File: config.mk
export PLATFORM = sky130hd
export DESIGN_NAME = lphi_queue
export DESIGN_NICKNAME = d
export VERILOG_FILES = /design/src/hdl/linear_probe_hash_index_unit_assert.svh /design/src/hdl/lphi_pkg.sv /design/src/hdl/lphi_queue.sv
export SDC_FILE = /design/constraint.sdc
export NUM_CORES = 1
export LEC_CHECK = 0
export ABC_AREA = 1
export BUFFER_PORTS_ARGS = -buffer_cell sky130_fd_sc_hd__buf_2
export CORE_AREA = 3 3 43 45
export CTS_BUF_LIST = sky130_fd_sc_hd__clkbuf_8
export DETAILED_ROUTE_END_ITERATION = 8
export DIE_AREA = 0 0 46 48
export PLACE_DENSITY = 0.8
export SYNTH_ARGS = -nofsm -noshare
export SYNTH_HDL_FRONTEND = slang
export SYNTH_SLANG_ARGS = --single-unit
File: constraint.sdc
create_clock -name clk -period 3.7 [get_ports clk]
set_input_delay 0.185 -clock clk [delete_from_list [all_inputs] [get_ports clk]]
set_output_delay 0.185 -clock clk [all_outputs]
set_load 0.02 [all_outputs]
File: src/hdl/linear_probe_hash_index_unit_assert.svh
// assertion macros for the hash index unit
`ifndef LINEAR_PROBE_HASH_INDEX_UNIT_ASSERT_SVH
`define LINEAR_PROBE_HASH_INDEX_UNIT_ASSERT_SVH

// same-cycle implication, sampled on clk, off while in reset
`define LPHI_ASSERT_IMP(lbl, ante, cons) \
    lbl: assert property (@(posedge clk) disable iff (!rst_n) (ante) |-> (cons)) \
        else $error("hash index check failed");

// next-cycle implication, sampled on clk, off while in reset
`define LPHI_ASSERT_NXT(lbl, ante, cons) \
    lbl: assert property (@(posedge clk) disable iff (!rst_n) (ante) |=> (cons)) \
        else $error("hash index check failed");

`endif

File: src/hdl/lphi_pkg.sv
// shared types, codes and constants of the hash index unit
`default_nettype none

package lphi_pkg;

    localparam int SLOTS_DEF       = 1024;
    localparam int HANDLE_BITS_DEF = 32;
    localparam int QUEUE_DEPTH     = 2;

    localparam int CMD_W    = 2;
    localparam int KEY_W    = 64;
    localparam int VALUE_W  = 32;
    localparam int STATUS_W = 2;
    localparam int LIVE_W   = 11;
    localparam int IN_DATA_W  = 104;
    localparam int OUT_DATA_W = 48;

    // operation codes
    localparam logic [CMD_W-1:0] CMD_INSERT = 2'd0;
    localparam logic [CMD_W-1:0] CMD_FIND   = 2'd1;
    localparam logic [CMD_W-1:0] CMD_REMOVE = 2'd2;

    // result status codes
    localparam logic [STATUS_W-1:0] ST_OK        = 2'd0;
    localparam logic [STATUS_W-1:0] ST_NOT_FOUND = 2'd1;
    localparam logic [STATUS_W-1:0] ST_FULL      = 2'd2;
    localparam logic [STATUS_W-1:0] ST_ZERO_KEY  = 2'd3;

    // slot tag codes
    localparam logic [1:0] TAG_EMPTY = 2'd0;
    localparam logic [1:0] TAG_LIVE  = 2'd1;
    localparam logic [1:0] TAG_TOMB  = 2'd2;

    // finalizer multipliers
    localparam logic [63:0] HASH_C1 = 64'hbf58476d1ce4e5b9;
    localparam logic [63:0] HASH_C2 = 64'h94d049bb133111eb;

    // what the back end has to do with an item
    typedef enum logic [2:0] {
        K_INSERT = 3'd0,
        K_FIND   = 3'd1,
        K_REMOVE = 3'd2,
        K_ZERO   = 3'd3,
        K_NOP    = 3'd4
    } kind_t;

    typedef struct packed {
        kind_t               kind;
        logic [KEY_W-1:0]    key;
        logic [VALUE_W-1:0]  value;
    } item_t;

endpackage

`default_nettype wire

File: src/hdl/lphi_queue.sv
// short fifo between the front and back ends
`default_nettype none

module lphi_queue
    import lphi_pkg::*;
#(
    parameter int WIDTH = 8,
    parameter int DEPTH = QUEUE_DEPTH,
    localparam int PTR_W = (DEPTH > 1) ? $clog2(DEPTH) : 1,
    localparam int CNT_W = $clog2(DEPTH + 1)
) (
    input  wire logic             clk,
    input  wire logic             rst_n,
    input  wire logic             wr_valid,
    output logic                  wr_ready,
    input  wire logic [WIDTH-1:0] wr_data,
    output logic                  rd_valid,
    input  wire logic             rd_ready,
    output logic [WIDTH-1:0]      rd_data
);

    logic [WIDTH-1:0] mem_reg [DEPTH];
    logic [PTR_W-1:0] wp_reg, wp_next;
    logic [PTR_W-1:0] rp_reg, rp_next;
    logic [CNT_W-1:0] cnt_reg, cnt_next;
    logic             do_wr, do_rd;

    assign wr_ready = (cnt_reg != CNT_W'(DEPTH));
    assign rd_valid = (cnt_reg != '0);
    assign rd_data  = mem_reg[rp_reg];
    assign do_wr    = wr_valid && wr_ready;
    assign do_rd    = rd_valid && rd_ready;

    // pointer and fill bookkeeping
    always_comb
    begin
        wp_next  = wp_reg;
        rp_next  = rp_reg;
        cnt_next = cnt_reg;
        if (do_wr)
        begin
            wp_next = (wp_reg == PTR_W'(DEPTH - 1)) ? '0 : wp_reg + 1'b1;
        end
        if (do_rd)
        begin
            rp_next = (rp_reg == PTR_W'(DEPTH - 1)) ? '0 : rp_reg + 1'b1;
        end
        if (do_wr && !do_rd)
        begin
            cnt_next = cnt_reg + 1'b1;
        end
        else if (do_rd && !do_wr)
        begin
            cnt_next = cnt_reg - 1'b1;
        end
    end

    always_ff @(posedge clk or negedge rst_n)
    begin
        if (!rst_n)
        begin
            wp_reg  <= '0;
            rp_reg  <= '0;
            cnt_reg <= '0;
        end
        else
        begin
            wp_reg  <= wp_next;
            rp_reg  <= rp_next;
            cnt_reg <= cnt_next;
        end
    end

    // storage
    always_ff @(posedge clk)
    begin
        if (do_wr)
        begin
            mem_reg[wp_reg] <= wr_data;
        end
    end

endmodule

`default_nettype wire

* After elaboration in Yosys (flattened, before gate mapping) *
Memory sizes are Yosys's and may differ from the RTL's.
Cells that the tools add are included.

word-level totals
  input port bits = 12
  memories kept = 1
  bits in writable memories = 16
  flip-flop bits (word level) = 4

operators by class
  muxes and demuxes = 6
  add/subtract/negate cells = 4
  eq/ne operators = 1
  reductions and logical operators = 8

memories
  name     words  width  rd ports  clocked after Yosys merged registers in  wr ports  RTL line          RTL
  mem_reg  2      8      1         0                                        1         lphi_queue.sv:22  logic [WIDTH-1:0] mem_reg [DEPTH];

operator list
  operator             number
  $logic_and 1x1->1    4
  $mux 1               4
  $mux 2               2
  $reduce_bool 2->1    2
  $add 1x1->1 const B  2
  $add 2x1->2 const B  1
  $logic_not 1->1      2
  $ne 2x2->1 const B   1
  $sub 2x1->2 const B  1

* Logic depth before layout (Yosys ltp) *
  word-level depth = 6
  gate-level depth with buffers = 10
  depth with buffers taken out = 10

* Least setup slack after synthesis *
No wires, ideal clock.

  path type = reg-to-reg
  start = reg cnt_reg[0]
  end = mem mem_reg[0][0] (enable)
  slack = 2.348 ns
  data arrival time = 0.982 ns
  path buffers = 0
  data required time = 3.330 ns
  cell stages (with the launch flop) = 5
  setup time = 0.370 ns
  path through = dfrtp_1 inv_2 nand2_4 nand2_4 nor2_1

between the ends
  word-level cells in the longest chain between the ends = 4

ends and longest elaborated chain
  item                          RTL line          RTL
  start, declared               lphi_queue.sv:25  logic [CNT_W-1:0] cnt_reg, cnt_next;
  start signal, assigned        lphi_queue.sv:70  cnt_reg <= cnt_next;
  $ne 2x2->1                    lphi_queue.sv:28  assign wr_ready = (cnt_reg != CNT_W'(DEPTH));
  net wr_ready                  lphi_queue.sv:15  output logic wr_ready,
  $logic_and 1x1->1             lphi_queue.sv:31  assign do_wr = wr_valid && wr_ready;
  $mux 1                        lphi_queue.sv:77  if (do_wr)
  $mux 1 (not written as such)  lphi_queue.sv:79  mem_reg[wp_reg] <= wr_data;
  end, declared                 lphi_queue.sv:22

The timed path passes the listed nets, and every way through them passes these cells.

* Worst setup path after layout *
  start = reg cnt_reg[0]
  end = mem mem_reg[1][4] (enable)

between the ends
  word-level cells in the longest chain between the ends = 4

ends and longest elaborated chain
  item                          RTL line
  $ne 2x2->1                    lphi_queue.sv:28
  $logic_and 1x1->1             lphi_queue.sv:31
  $mux 1                        lphi_queue.sv:77
  $mux 1 (not written as such)  lphi_queue.sv:79

Every way passes these cells.

==> impl_metrics.toml <==
[global_route]
antenna_found_initial = 0
grt_pass1_vias = 539
grt-ovfl-total = 0
grt_usage = 0.143
grt_start_max_net_pins = 12
grt_pass1_wl_um = 2190

[power]
powerDensity_nw_per_um2 = 844
pwr-share-comb = 0.394
p_leak_nw = 0.476
clock_power_share = 0.189
seq_power_share = 0.418
p_int_mw = 0.517
ir_worst_vdd_mv = 0.401
power.switching_mw = 0.332
swShare = 0.391

[detailed_routing]
final_antenna_net_count = 0
dr.pass1.iters = 3
drtIter0Drc = 12
viasPerCell = 4.89
wire_per_inst_um = 13.0
vias = 543
route.detailed.drc = 0
drt-total-wl_um = 1440

[floorplanning]
coreArea_um2 = 1510
die_w_um = 46
ios = 22
dieArea_um2 = 2210
dieHeight_um = 48
initial_core_util = 0.549
rows = 14

[clock_network]
htreeDepth = 1
clk_path_buf_depth = 2
clk_latency_ns = 0.25
clock-sinks = 20
cts_tree = "done"
root_buffer = "clkbuf_8"
clk_pin_slew_ns = 0.07
numCtsBuffers = 3

[timing]
worst_pin_slew_ns = 0.692
tns_ns = 0
maxSlewViolCount = 0
post-route-period-util = 0.407
setup_viol = 0
finalCriticalPeriod_ns = 1.51
rsz0062_at_grt = "false"
timing.fmax_ghz = 0.664
finalHoldViolations = 0
skew_ns = 0.000673
slew_headroom = 0.537

[cells_and_area]
final_common_cell = "nand2_1"
final_util = 0.668
layout_common_cells = "nand2_1 (30), buf_2 (21), edfxtp_1 (16)"
nNetsFinal = 109
largest_reg_flops = 16
antenna_cells = 0
fill_cells = 117
area_growth_syn_to_layout_pct = 21.6
final_layout_size_suffix_gt1_frac = 0.347

[critical_path]
crit_top_cell = "nand2_4"
r2r_setup_slack_ns = 2.19
arrival_ns = 1.39
crit_family = "simple AND/OR/NAND/NOR gates"
crit_chain = "inv_2 -> nand2_4 -> nand2_4 -> nor2_1"
crit_buf_inv = 1
cp_num_cells = 4
path_class = "reg -> reg"
start_kind = "flip-flop"
cpPeakStageDelay_ns = 0.53
cp-end-kind = "flip-flop"
crit_fanout = 8
cp_data_required_time_ns = 3.58
crit_path_top_delay_cell = "nor2_1"
r2r_cells = 4

[yosys]
syn_inst = 70
synth_top_cells_by_area = "edfxtp_1 (58%), nand2_1 (14%), dfrtp_1 (12%)"
ys_seq_area_frac = 0.702
synth_top_area_share = 0.581
synth_seq_cells = 20
syn_avg_cell_area_um2 = 11.8
yosysUniqueCellTypes = 14
syn_area_um2 = 827
synthesis.nets = 83
synth_warnings = 0
synth_top_area_cell = "edfxtp_1"

[hold_path]
min_path_type = "in -> reg"
min_path_cells = 1

[run_status]
status = "completed"

[place]
place_congestion = 0.772
hpwl_um = 1050
port_buffers = 21

[run]
drv_cap = 0
final cells by class:
cell class                      instances  area [µm²]  share of cell area
Timing Repair Buffer                   22         115               0.114
Tap cell                               16        20.0              0.0199
Multi-Input combinational cell         42         209               0.208
Inverter                                7        26.3              0.0261
Sequential cell                        20         581               0.577
Clock buffer                            4        55.1              0.0547
cells in the mapped netlist (all sizes together):
cell type   n
buf         1
dfrtp       4
edfxtp     16
ha          1
inv         7
nand2      34
nand3       2
nand4       1
nor2        2
xnor2       1
xor2        1
timing repair:
action | CTS | global route
buffers inserted | 0 | 0
hold endpoints to repair | 4 | 0
hold buffers | 1 | 0
resized for setup | 0 | 0
cell families (layout without fill, tap and decap cells):
kind of cell               after synthesis  in the layout  synth area share
buffers and inverters                    8             33            0.0454
DFF                                     20             20             0.702
adders and majority gates                1              1            0.0151
and+or+nand+nor                         39             39             0.207
xor gates and xnor gates                 2              2            0.0303
layer usage:
metal / GRT usage / wire length, µm / vias up
met4: 0.0739 / 35 / 0
met3: 0.0376 / 46 / 4
met2: 0.264 / 787 / 11
li1: - / - / 273
met1: 0.149 / 569 / 255
met5: 0 / 0 / -
power by group through the flow:
stage / clock network (mW) / logic, mW / registers [mW]
finish: 0.160 / 0.334 / 0.355
global route: 0.173 / 0.367 / 0.363
CTS: 0.164 / 0.342 / 0.356
detailed placement: 0 / 0.335 / 0.360
global placement: 0 / 0.322 / 0.357
floorplan: 0 / 0.260 / 0.341
per-stage QoR:
stage                     hold WS (ns)  instance area [µm²]  setup slack (ns)  power [mW]  instances
after floorplan                 -0.111                  827              2.35       0.602         70
after global placement        -0.00372                  941              2.26       0.679        106
after detailed placement      -0.00346                  941              2.18       0.695        106
after CTS                        0.121                 1010              2.16       0.861        111
after global routing             0.116                 1010              2.10       0.902        111
final                            0.121                 1010              2.19       0.849        111
worst paths after layout:
kind                            startpoint            end
worst max-delay path            cnt_reg[0]  mem_reg[1][4]
min in group asynchronous            rst_n     cnt_reg[0]
worst min register to register  cnt_reg[0]     cnt_reg[0]
worst max register to register  cnt_reg[0]  mem_reg[1][4]
worst min-delay path            wr_data[5]  mem_reg[1][5]
max in group asynchronous            rst_n         rp_reg
Power figures use the tool's default switching activity.
