===== src/hdl/linear_probe_hash_index_unit_assert.svh =====
// assertion macros for the hash index unit
`ifndef LINEAR_PROBE_HASH_INDEX_UNIT_ASSERT_SVH
`define LINEAR_PROBE_HASH_INDEX_UNIT_ASSERT_SVH

// same-cycle implication, sampled on clk, off while in reset
`define LPHI_ASSERT_IMP(lbl, ante, cons) \
    lbl: assert property (@(posedge clk) disable iff (!rst_n) (ante) |-> (cons)) \
        else $error("hash index check failed");

// next-cycle implication, sampled on clk, off while in reset
`define LPHI_ASSERT_NXT(lbl, ante, cons) \
    lbl: assert property (@(posedge clk) disable iff (!rst_n) (ante) |=> (cons)) \
        else $error("hash index check failed");

`endif


===== src/hdl/lphi_pkg.sv =====
// shared types, codes and constants of the hash index unit
`default_nettype none

package lphi_pkg;

    localparam int SLOTS_DEF       = 1024;
    localparam int HANDLE_BITS_DEF = 32;
    localparam int QUEUE_DEPTH     = 2;

    localparam int CMD_W    = 2;
    localparam int KEY_W    = 64;
    localparam int VALUE_W  = 32;
    localparam int STATUS_W = 2;
    localparam int LIVE_W   = 11;
    localparam int IN_DATA_W  = 104;
    localparam int OUT_DATA_W = 48;

    // operation codes
    localparam logic [CMD_W-1:0] CMD_INSERT = 2'd0;
    localparam logic [CMD_W-1:0] CMD_FIND   = 2'd1;
    localparam logic [CMD_W-1:0] CMD_REMOVE = 2'd2;

    // result status codes
    localparam logic [STATUS_W-1:0] ST_OK        = 2'd0;
    localparam logic [STATUS_W-1:0] ST_NOT_FOUND = 2'd1;
    localparam logic [STATUS_W-1:0] ST_FULL      = 2'd2;
    localparam logic [STATUS_W-1:0] ST_ZERO_KEY  = 2'd3;

    // slot tag codes
    localparam logic [1:0] TAG_EMPTY = 2'd0;
    localparam logic [1:0] TAG_LIVE  = 2'd1;
    localparam logic [1:0] TAG_TOMB  = 2'd2;

    // finalizer multipliers
    localparam logic [63:0] HASH_C1 = 64'hbf58476d1ce4e5b9;
    localparam logic [63:0] HASH_C2 = 64'h94d049bb133111eb;

    // what the back end has to do with an item
    typedef enum logic [2:0] {
        K_INSERT = 3'd0,
        K_FIND   = 3'd1,
        K_REMOVE = 3'd2,
        K_ZERO   = 3'd3,
        K_NOP    = 3'd4
    } kind_t;

    typedef struct packed {
        kind_t               kind;
        logic [KEY_W-1:0]    key;
        logic [VALUE_W-1:0]  value;
    } item_t;

endpackage

`default_nettype wire


===== src/hdl/lphi_hash_front.sv =====
// front end: accepts items, classifies them and computes the home slot hash
`default_nettype none

module lphi_hash_front
    import lphi_pkg::*;
#(
    parameter int SLOTS = SLOTS_DEF,
    localparam int IDX_W = $clog2(SLOTS)
) (
    input  wire logic               clk,
    input  wire logic               rst_n,
    input  wire logic               in_valid,
    output logic                    in_ready,
    input  wire logic [CMD_W-1:0]   in_cmd,
    input  wire logic [KEY_W-1:0]   in_key,
    input  wire logic [VALUE_W-1:0] in_value,
    output logic                    push_valid,
    input  wire logic               push_ready,
    output item_t                   push_item,
    output logic [IDX_W-1:0]        push_home
);

    typedef enum logic [2:0] {
        F_IDLE = 3'b001,
        F_HASH = 3'b010,
        F_PUSH = 3'b100
    } fstate_t;

    fstate_t     state_reg, state_next;
    item_t       item_reg, item_next;
    logic [63:0] h_reg, h_next;
    logic [63:0] acc_reg, acc_next;
    logic [63:0] prod_reg, prod_next;
    logic [1:0]  phase_reg, phase_next;
    logic        round_reg, round_next;

    logic [63:0] mconst;
    logic [31:0] mul_a, mul_b;
    logic [63:0] mul;
    logic [63:0] sum;
    kind_t       kind;

    // operand select for the shared 32x32 multiplier
    always_comb
    begin
        mconst = round_reg ? HASH_C2 : HASH_C1;
        case (phase_reg)
            2'd0:
            begin
                mul_a = h_reg[31:0];
                mul_b = mconst[31:0];
            end
            2'd1:
            begin
                mul_a = h_reg[31:0];
                mul_b = mconst[63:32];
            end
            default:
            begin
                mul_a = h_reg[63:32];
                mul_b = mconst[31:0];
            end
        endcase
    end

    assign mul = 64'(mul_a) * 64'(mul_b);
    assign sum = acc_reg + {prod_reg[31:0], 32'd0};

    // classify the incoming beat
    always_comb
    begin
        if (in_key == '0)
        begin
            kind = K_ZERO;
        end
        else
        begin
            case (in_cmd)
                CMD_INSERT: kind = K_INSERT;
                CMD_FIND:   kind = K_FIND;
                CMD_REMOVE: kind = K_REMOVE;
                default:    kind = K_NOP;
            endcase
        end
    end

    // sequencer: accept, two multiply rounds of four phases (skipped for a zero key or an unused command), hand over
    always_comb
    begin
        state_next = state_reg;
        item_next  = item_reg;
        h_next     = h_reg;
        acc_next   = acc_reg;
        prod_next  = prod_reg;
        phase_next = phase_reg;
        round_next = round_reg;
        in_ready   = 1'b0;
        push_valid = 1'b0;
        case (state_reg)
            F_IDLE:
            begin
                in_ready = 1'b1;
                if (in_valid)
                begin
                    item_next.kind  = kind;
                    item_next.key   = in_key;
                    item_next.value = in_value;
                    h_next          = in_key ^ (in_key >> 30);
                    phase_next      = 2'd0;
                    round_next      = 1'b0;
                    if (kind == K_INSERT || kind == K_FIND || kind == K_REMOVE)
                    begin
                        state_next = F_HASH;
                    end
                    else
                    begin
                        state_next = F_PUSH;
                    end
                end
            end
            F_HASH:
            begin
                prod_next  = mul;
                phase_next = phase_reg + 2'd1;
                case (phase_reg)
                    2'd1: acc_next = prod_reg;
                    2'd2: acc_next = sum;
                    2'd3:
                    begin
                        if (!round_reg)
                        begin
                            h_next     = sum ^ (sum >> 27);
                            round_next = 1'b1;
                        end
                        else
                        begin
                            h_next     = sum ^ (sum >> 31);
                            state_next = F_PUSH;
                        end
                    end
                    default: acc_next = acc_reg;
                endcase
            end
            F_PUSH:
            begin
                push_valid = 1'b1;
                if (push_ready)
                begin
                    state_next = F_IDLE;
                end
            end
            default: state_next = F_IDLE;
        endcase
    end

    always_ff @(posedge clk or negedge rst_n)
    begin
        if (!rst_n)
        begin
            state_reg <= F_IDLE;
        end
        else
        begin
            state_reg <= state_next;
        end
    end

    // datapath registers
    always_ff @(posedge clk)
    begin
        item_reg  <= item_next;
        h_reg     <= h_next;
        acc_reg   <= acc_next;
        prod_reg  <= prod_next;
        phase_reg <= phase_next;
        round_reg <= round_next;
    end

    assign push_item = item_reg;
    assign push_home = h_reg[IDX_W-1:0];

endmodule

`default_nettype wire


===== config.mk =====
export PLATFORM = sky130hd
export DESIGN_NAME = lphi_hash_front
export DESIGN_NICKNAME = d
export VERILOG_FILES = /design/src/hdl/linear_probe_hash_index_unit_assert.svh /design/src/hdl/lphi_pkg.sv /design/src/hdl/lphi_hash_front.sv
export SDC_FILE = /design/constraint.sdc
export NUM_CORES = 2
export LEC_CHECK = 0
export ABC_AREA = 1
export BUFFER_PORTS_ARGS = -buffer_cell sky130_fd_sc_hd__buf_2
export CAP_MARGIN = 5
export CORE_MARGIN = 2
export CORE_UTILIZATION = 46
export DETAILED_ROUTE_END_ITERATION = 7
export GPL_TIMING_DRIVEN = 0
export SLEW_MARGIN = 20
export SYNTH_ARGS = -nofsm -noshare
export SYNTH_HDL_FRONTEND = slang
export SYNTH_SLANG_ARGS = --single-unit

===== constraint.sdc =====
create_clock -name clk -period 11.55 [get_ports clk]
set_input_delay 2.31 -clock clk [delete_from_list [all_inputs] [get_ports clk]]
set_output_delay 2.31 -clock clk [all_outputs]
set_load 0.05 [all_outputs]

# ---- Yosys cells after proc, flatten, opt, wreduce, memory -nomap -nowiden
# Index checks and enable logic that the tools add are counted.
dict set report word_totals {
  regBits 297
  in_bits 102
  wordCells 66
}
dict set report classes {
  n_addsub 2
  n_mul 1
  eq_ne 14
  n_mux 23
  bitwise 3
  n_reduce_logical 14
}
# cell n
set op_table {}
lappend op_table {{$pmux W64 S2} 2}
lappend op_table {{$mux W64} 3}
lappend op_table {{$add A64 B64 Y64} 1}
lappend op_table {{$logic_not A64 Y1} 1}
lappend op_table {{$mul A32 B32 Y64} 1}
lappend op_table {{$mux W32} 2}
lappend op_table {{$xor A64 B33 Y64} 1}
lappend op_table {{$xor A64 B34 Y64} 1}
lappend op_table {{$xor A64 B37 Y64} 1}
lappend op_table {{$mux W62} 1}
lappend op_table {{$mux W3} 6}
lappend op_table {{$pmux W3 S3} 2}
lappend op_table {{$ne A2 B2 Y1 const B} 4}
lappend op_table {{$eq A2 B2 Y1 const B} 3}
lappend op_table {{$eq A3 B1 Y1 const B} 2}
lappend op_table {{$eq A3 B2 Y1 const B} 2}
lappend op_table {{$reduce_and A2 Y1} 3}
lappend op_table {{$eq A2 B1 Y1 const B} 2}
lappend op_table {{$logic_not A2 Y1} 2}
lappend op_table {{$mux W1} 4}
lappend op_table {{$pmux W2 S2} 1}
lappend op_table {{$reduce_and A4 Y1} 1}
lappend op_table {{$reduce_bool A2 Y1} 2}
lappend op_table {{$eq A3 B3 Y1 const B} 1}
lappend op_table {{7 further kinds} 8}

# ---- Depth between registers and ports, before layout
dict set report logic_depth {
  ltp_word 9
  depth_mapped 39
}

# ---- Least setup slack after synthesis
# Ideal clock, no wire load.
dict set report synth_path {
  kind {reg2reg}
  from {reg phase_reg[0]}
  to {reg prod_reg[37], data pin}
  setup_time_ps 261
  arrival_time_ps 7217
  setup_slack_ps 4072
  path_stages_with_launch 31
  path_buffers 5
  synth_period_minus_slack_ps 7478
  cell_sequence {edfxtp_1 > ha_1 > buf_4 > nor2_4 > buf_6 > buf_8 > buf_8 > o21ai_2 > buf_2 > nor2_1 > inv_1 > fa_1 > inv_1 > fa_1 > inv_1 > fa_1 > fa_1 > fa_1 > inv_1 > fa_1 > fa_1 > fa_1 > ha_1 > a21oi_1 > o21ai_0 > a21oi_1 > a21boi_0 > nand2_1 > nand2_1 > nand2_1 > xor2_1}
}
dict set report synth_via {
  elab_chain_len 4
  elab_cells_between_ends 6
}
# item line_no
set synth_lines {}
lappend synth_lines {{start, declared} lphi_hash_front.sv:34} ;# logic [1:0] phase_reg, phase_next;
lappend synth_lines {{start signal, assigned} lphi_hash_front.sv:175} ;# phase_reg <= phase_next;
lappend synth_lines {{$eq A2 B1 Y1 / $logic_not A2 Y1 (equally long branches)} lphi_hash_front.sv:47} ;# case (phase_reg)
lappend synth_lines {{$reduce_or A2 Y1 (no line)} --}
lappend synth_lines {{$mux W32} lphi_hash_front.sv:47}
lappend synth_lines {{$mul A32 B32 Y64 (*)} lphi_hash_front.sv:66} ;# assign mul = 64'(mul_a) * 64'(mul_b);
lappend synth_lines {{net mul[37]} lphi_hash_front.sv:39} ;# logic [63:0] mul;
lappend synth_lines {{end signal, assigned} lphi_hash_front.sv:174} ;# prod_reg <= prod_next;
lappend synth_lines {{end, declared} lphi_hash_front.sv:33} ;# logic [63:0] prod_reg, prod_next;
# The timed path passes the listed nets; every way through them passes the cells marked *.
# A chain may end at the register's enable or synchronous reset.

# ---- Worst setup path in the final report
dict set report layout_path {
  from {reg phase_reg[1]}
  to {reg prod_reg[37], data pin}
}
# The elaborated chain is that of the path after synthesis.

==> impl_metrics.yaml <==
setup_path:
  crit_slowest_cell: "nor2_2"
  timing.critical_path.to_type: "flip-flop"
  r2r_slack_ns: 0.84
  start_kind: "flip-flop"
  critPathMaxFanout: 10
  cp_common_cell: "fa_1"
  required_ns: 11.91
  criticalPathCategory: "reg -> reg"
  cp.arrival_ns: 11.07
  crit_path_max_incr_delay_ns: 0.71
  reg2reg_depth: 30
cts:
  cts-buffers-inserted: 28
  cts-resized-gates: 0
  h-tree-depth: 1
  numClockSinks: 297
  cts_tree: "done"
  cts.path.max_buffers: 3
  cts_hold_buf: 0
  clockRootBuffer: "clkbuf_16"
  cts.clk_slew.worst_paths_ns: 0.07
  insertion_delay_ns: 0.60
  cts_setup_buffers: 0
layout:
  syn2layout_area_growth_pct: 8.360
  drive_gt1_frac: 0.08750
  antenna_cells: 0
  nNetsFinal: 6550
  final_area_sq_um: 48910
  largest_reg_flops: 99
  finalCoreUtilization: 0.5043
sta:
  finalSetupTns_ns: 0
  maxSlewHeadroom: 0.1422
  fin_crit_sh: 0.9269
  setup_viol: 0
  slew_viol_final: 0
  setup_slack_ns: 0.8441
  rsz0062_at_grt: "no"
  fmax_ghz: 0.09341
  worst_pin_slew_ns: 1.287
  hold_viol: 0
  min_period_ns: 10.71
  fin_skew_ns: 0.04479
synth:
  synth_cell_types: 54
  seq_area_frac_synth: 0.1973
  syn_nets: 6303
  ys_ff_latch: 297
  netlist_instances: 5011
  syn_area_sq_um: 45140
  netlist.area_leader.share: 0.3561
  synth_ff_type: "edfxtp_1"
  yosysWarnings: 0
  synth_area_leaders: "fa_1 (36%), edfxtp_1 (20%), inv_1 (11%), ha_1 (11%), nand2_1 (6.7%)"
  synth.avg_cell_area_sq_um: 9.008
  synth_top_area_cell: "fa_1"
  synth_common_cells: "inv_1 (1319), nand2_1 (808), fa_1 (803), nor2_1 (489), ha_1 (387)"
  synth_edf_count: 294
  ys_async_sr_fraction: 0.01010
  yosysMostFrequentCell: "inv_1"
floorplan:
  ios: 213
  rows: 114
  core_area_sq_um: 96990
  die_area_sq_um: 100600
  dieHeight_um: 317.3
  start_util: 0.4654
  dieWidth_um: 317.3
grt:
  grt_first_pass_wirelength_mm: 240.3
  grt_max_degree: 75
  grt-ovfl-total: 0
  grt_pass1_vias: 34360
  antenna_found_initial: 9
  grt_use_total: 0.3389
run_status:
  violations: "design-rule violations"
  status: "finished, violations left"
route:
  wl_per_cell_um: 25.63
  vias_per_cell: 5.343
  drc: 1
  antenna_left: 0
  routed_wl_mm: 168.0
  dr.first_iter.drc_count: 3863
  dr.pass1.iters: 8
  dr_total_vias: 35030
placement:
  dp_slack_ns: 1.321
  portBuffers: 212
  place.gp.congestion: 1.054
  placed_cell_area_sq_um: 47950
  post-dp-hpwl_mm: 148.3
flow_run:
  drv_cap: 0
hold_path:
  hold_depth: 2
  hold_path_class: "reg -> reg"
-- cells by family (layout without fill, tap and decap cells) --
group           Yosys count  after routing  share of synthesized area
compound gates          361            361                    0.04740
fa+ha+maj              1190           1190                     0.4634
xor+xnor                106            106                    0.02140
buf+inv                1479           1748                     0.1263
simple gates           1578           1578                     0.1442
flops                   297            297                     0.1973
-- critical path: cells and delay by family, from the launching register on --
kind                       cells  cell delay (ns)
adders and majority gates     10             4.81
xor gates and xnor gates       1             0.37
and+or+nand+nor                5             1.72
buffers and inverters         10             1.89
DFF                            1             0.45
AOI/OAI and AO/OA              4             1.19
-- worst paths after layout --
path,to,from
min,acc_reg[53]$_DFFE_PP_,prod_reg[53]$_DFFE_PP_
max,prod_reg[37]$_DFFE_PP_,phase_reg[1]$_SDFFCE_PN0P_
max reg2reg,prod_reg[37]$_DFFE_PP_,phase_reg[1]$_SDFFCE_PN0P_
max in group asynchronous,state_reg[0]$_DFFE_PN1P_,rst_n
min in group asynchronous,state_reg[2]$_DFFE_PN0P_,rst_n
min reg2reg,acc_reg[53]$_DFFE_PP_,prod_reg[53]$_DFFE_PP_
-- cells in the final DEF (no fill, tap or decap), types with 16 or more instances in the layout --
cell type	Yosys	layout
o21ai_1	26	25
nand4_1	17	17
nor2_1	489	487
xnor2_1	28	28
xor2_1	73	73
nand2_2	20	20
buf_2	29	241
o21bai_1	16	16
clkbuf_16	0	28
clkbuf_1	60	61
or2_2	17	17
nand3_1	146	146
buf_4	16	16
inv_1	1319	1318
ha_1	387	387
fa_1	803	803
nor3_1	17	17
a21oi_1	103	103
o21ai_2	25	26
o21ai_0	146	145
inv_2	35	35
nand2_1	808	808
edfxtp_1	294	294
-- per-stage QoR --
| stage | instances | hold slack [ns] |
|---|---|---|
| 2_1_floorplan | 5011 | 0.4874 |
| 3_3_place_gp | 6499 | 0.5130 |
| 3_5_place_dp | 6504 | 0.5248 |
| 4_1_cts | 6556 | 0.5375 |
| 5_1_grt | 6556 | 0.5628 |
| 6_report | 6556 | 0.5335 |
-- metal layers --
metal,global-route usage,share of wire,vias to the layer above
li1,-,-,15490
met3,0.06978,0.099,224
met1,0.5077,0.44,17650
met5,0,0.00014,-
met4,0.09763,0.035,4
met2,0.4962,0.43,1667
-- area by class of cell --
class	instances	area (sq um)
Sequential cell	297	8905
Inverter	1357	5099
Tap cell	1276	1597
Clock inverter	20	239.0
Clock buffer	32	715.7
Fill cell	9414	48080
Buffer	122	613.1
Multi-Input combinational cell	3235	30560
Timing Repair Buffer	217	1184
Power is not shown: default switching activity piles up to over one toggle a cycle in this logic, so the estimate is an artifact.
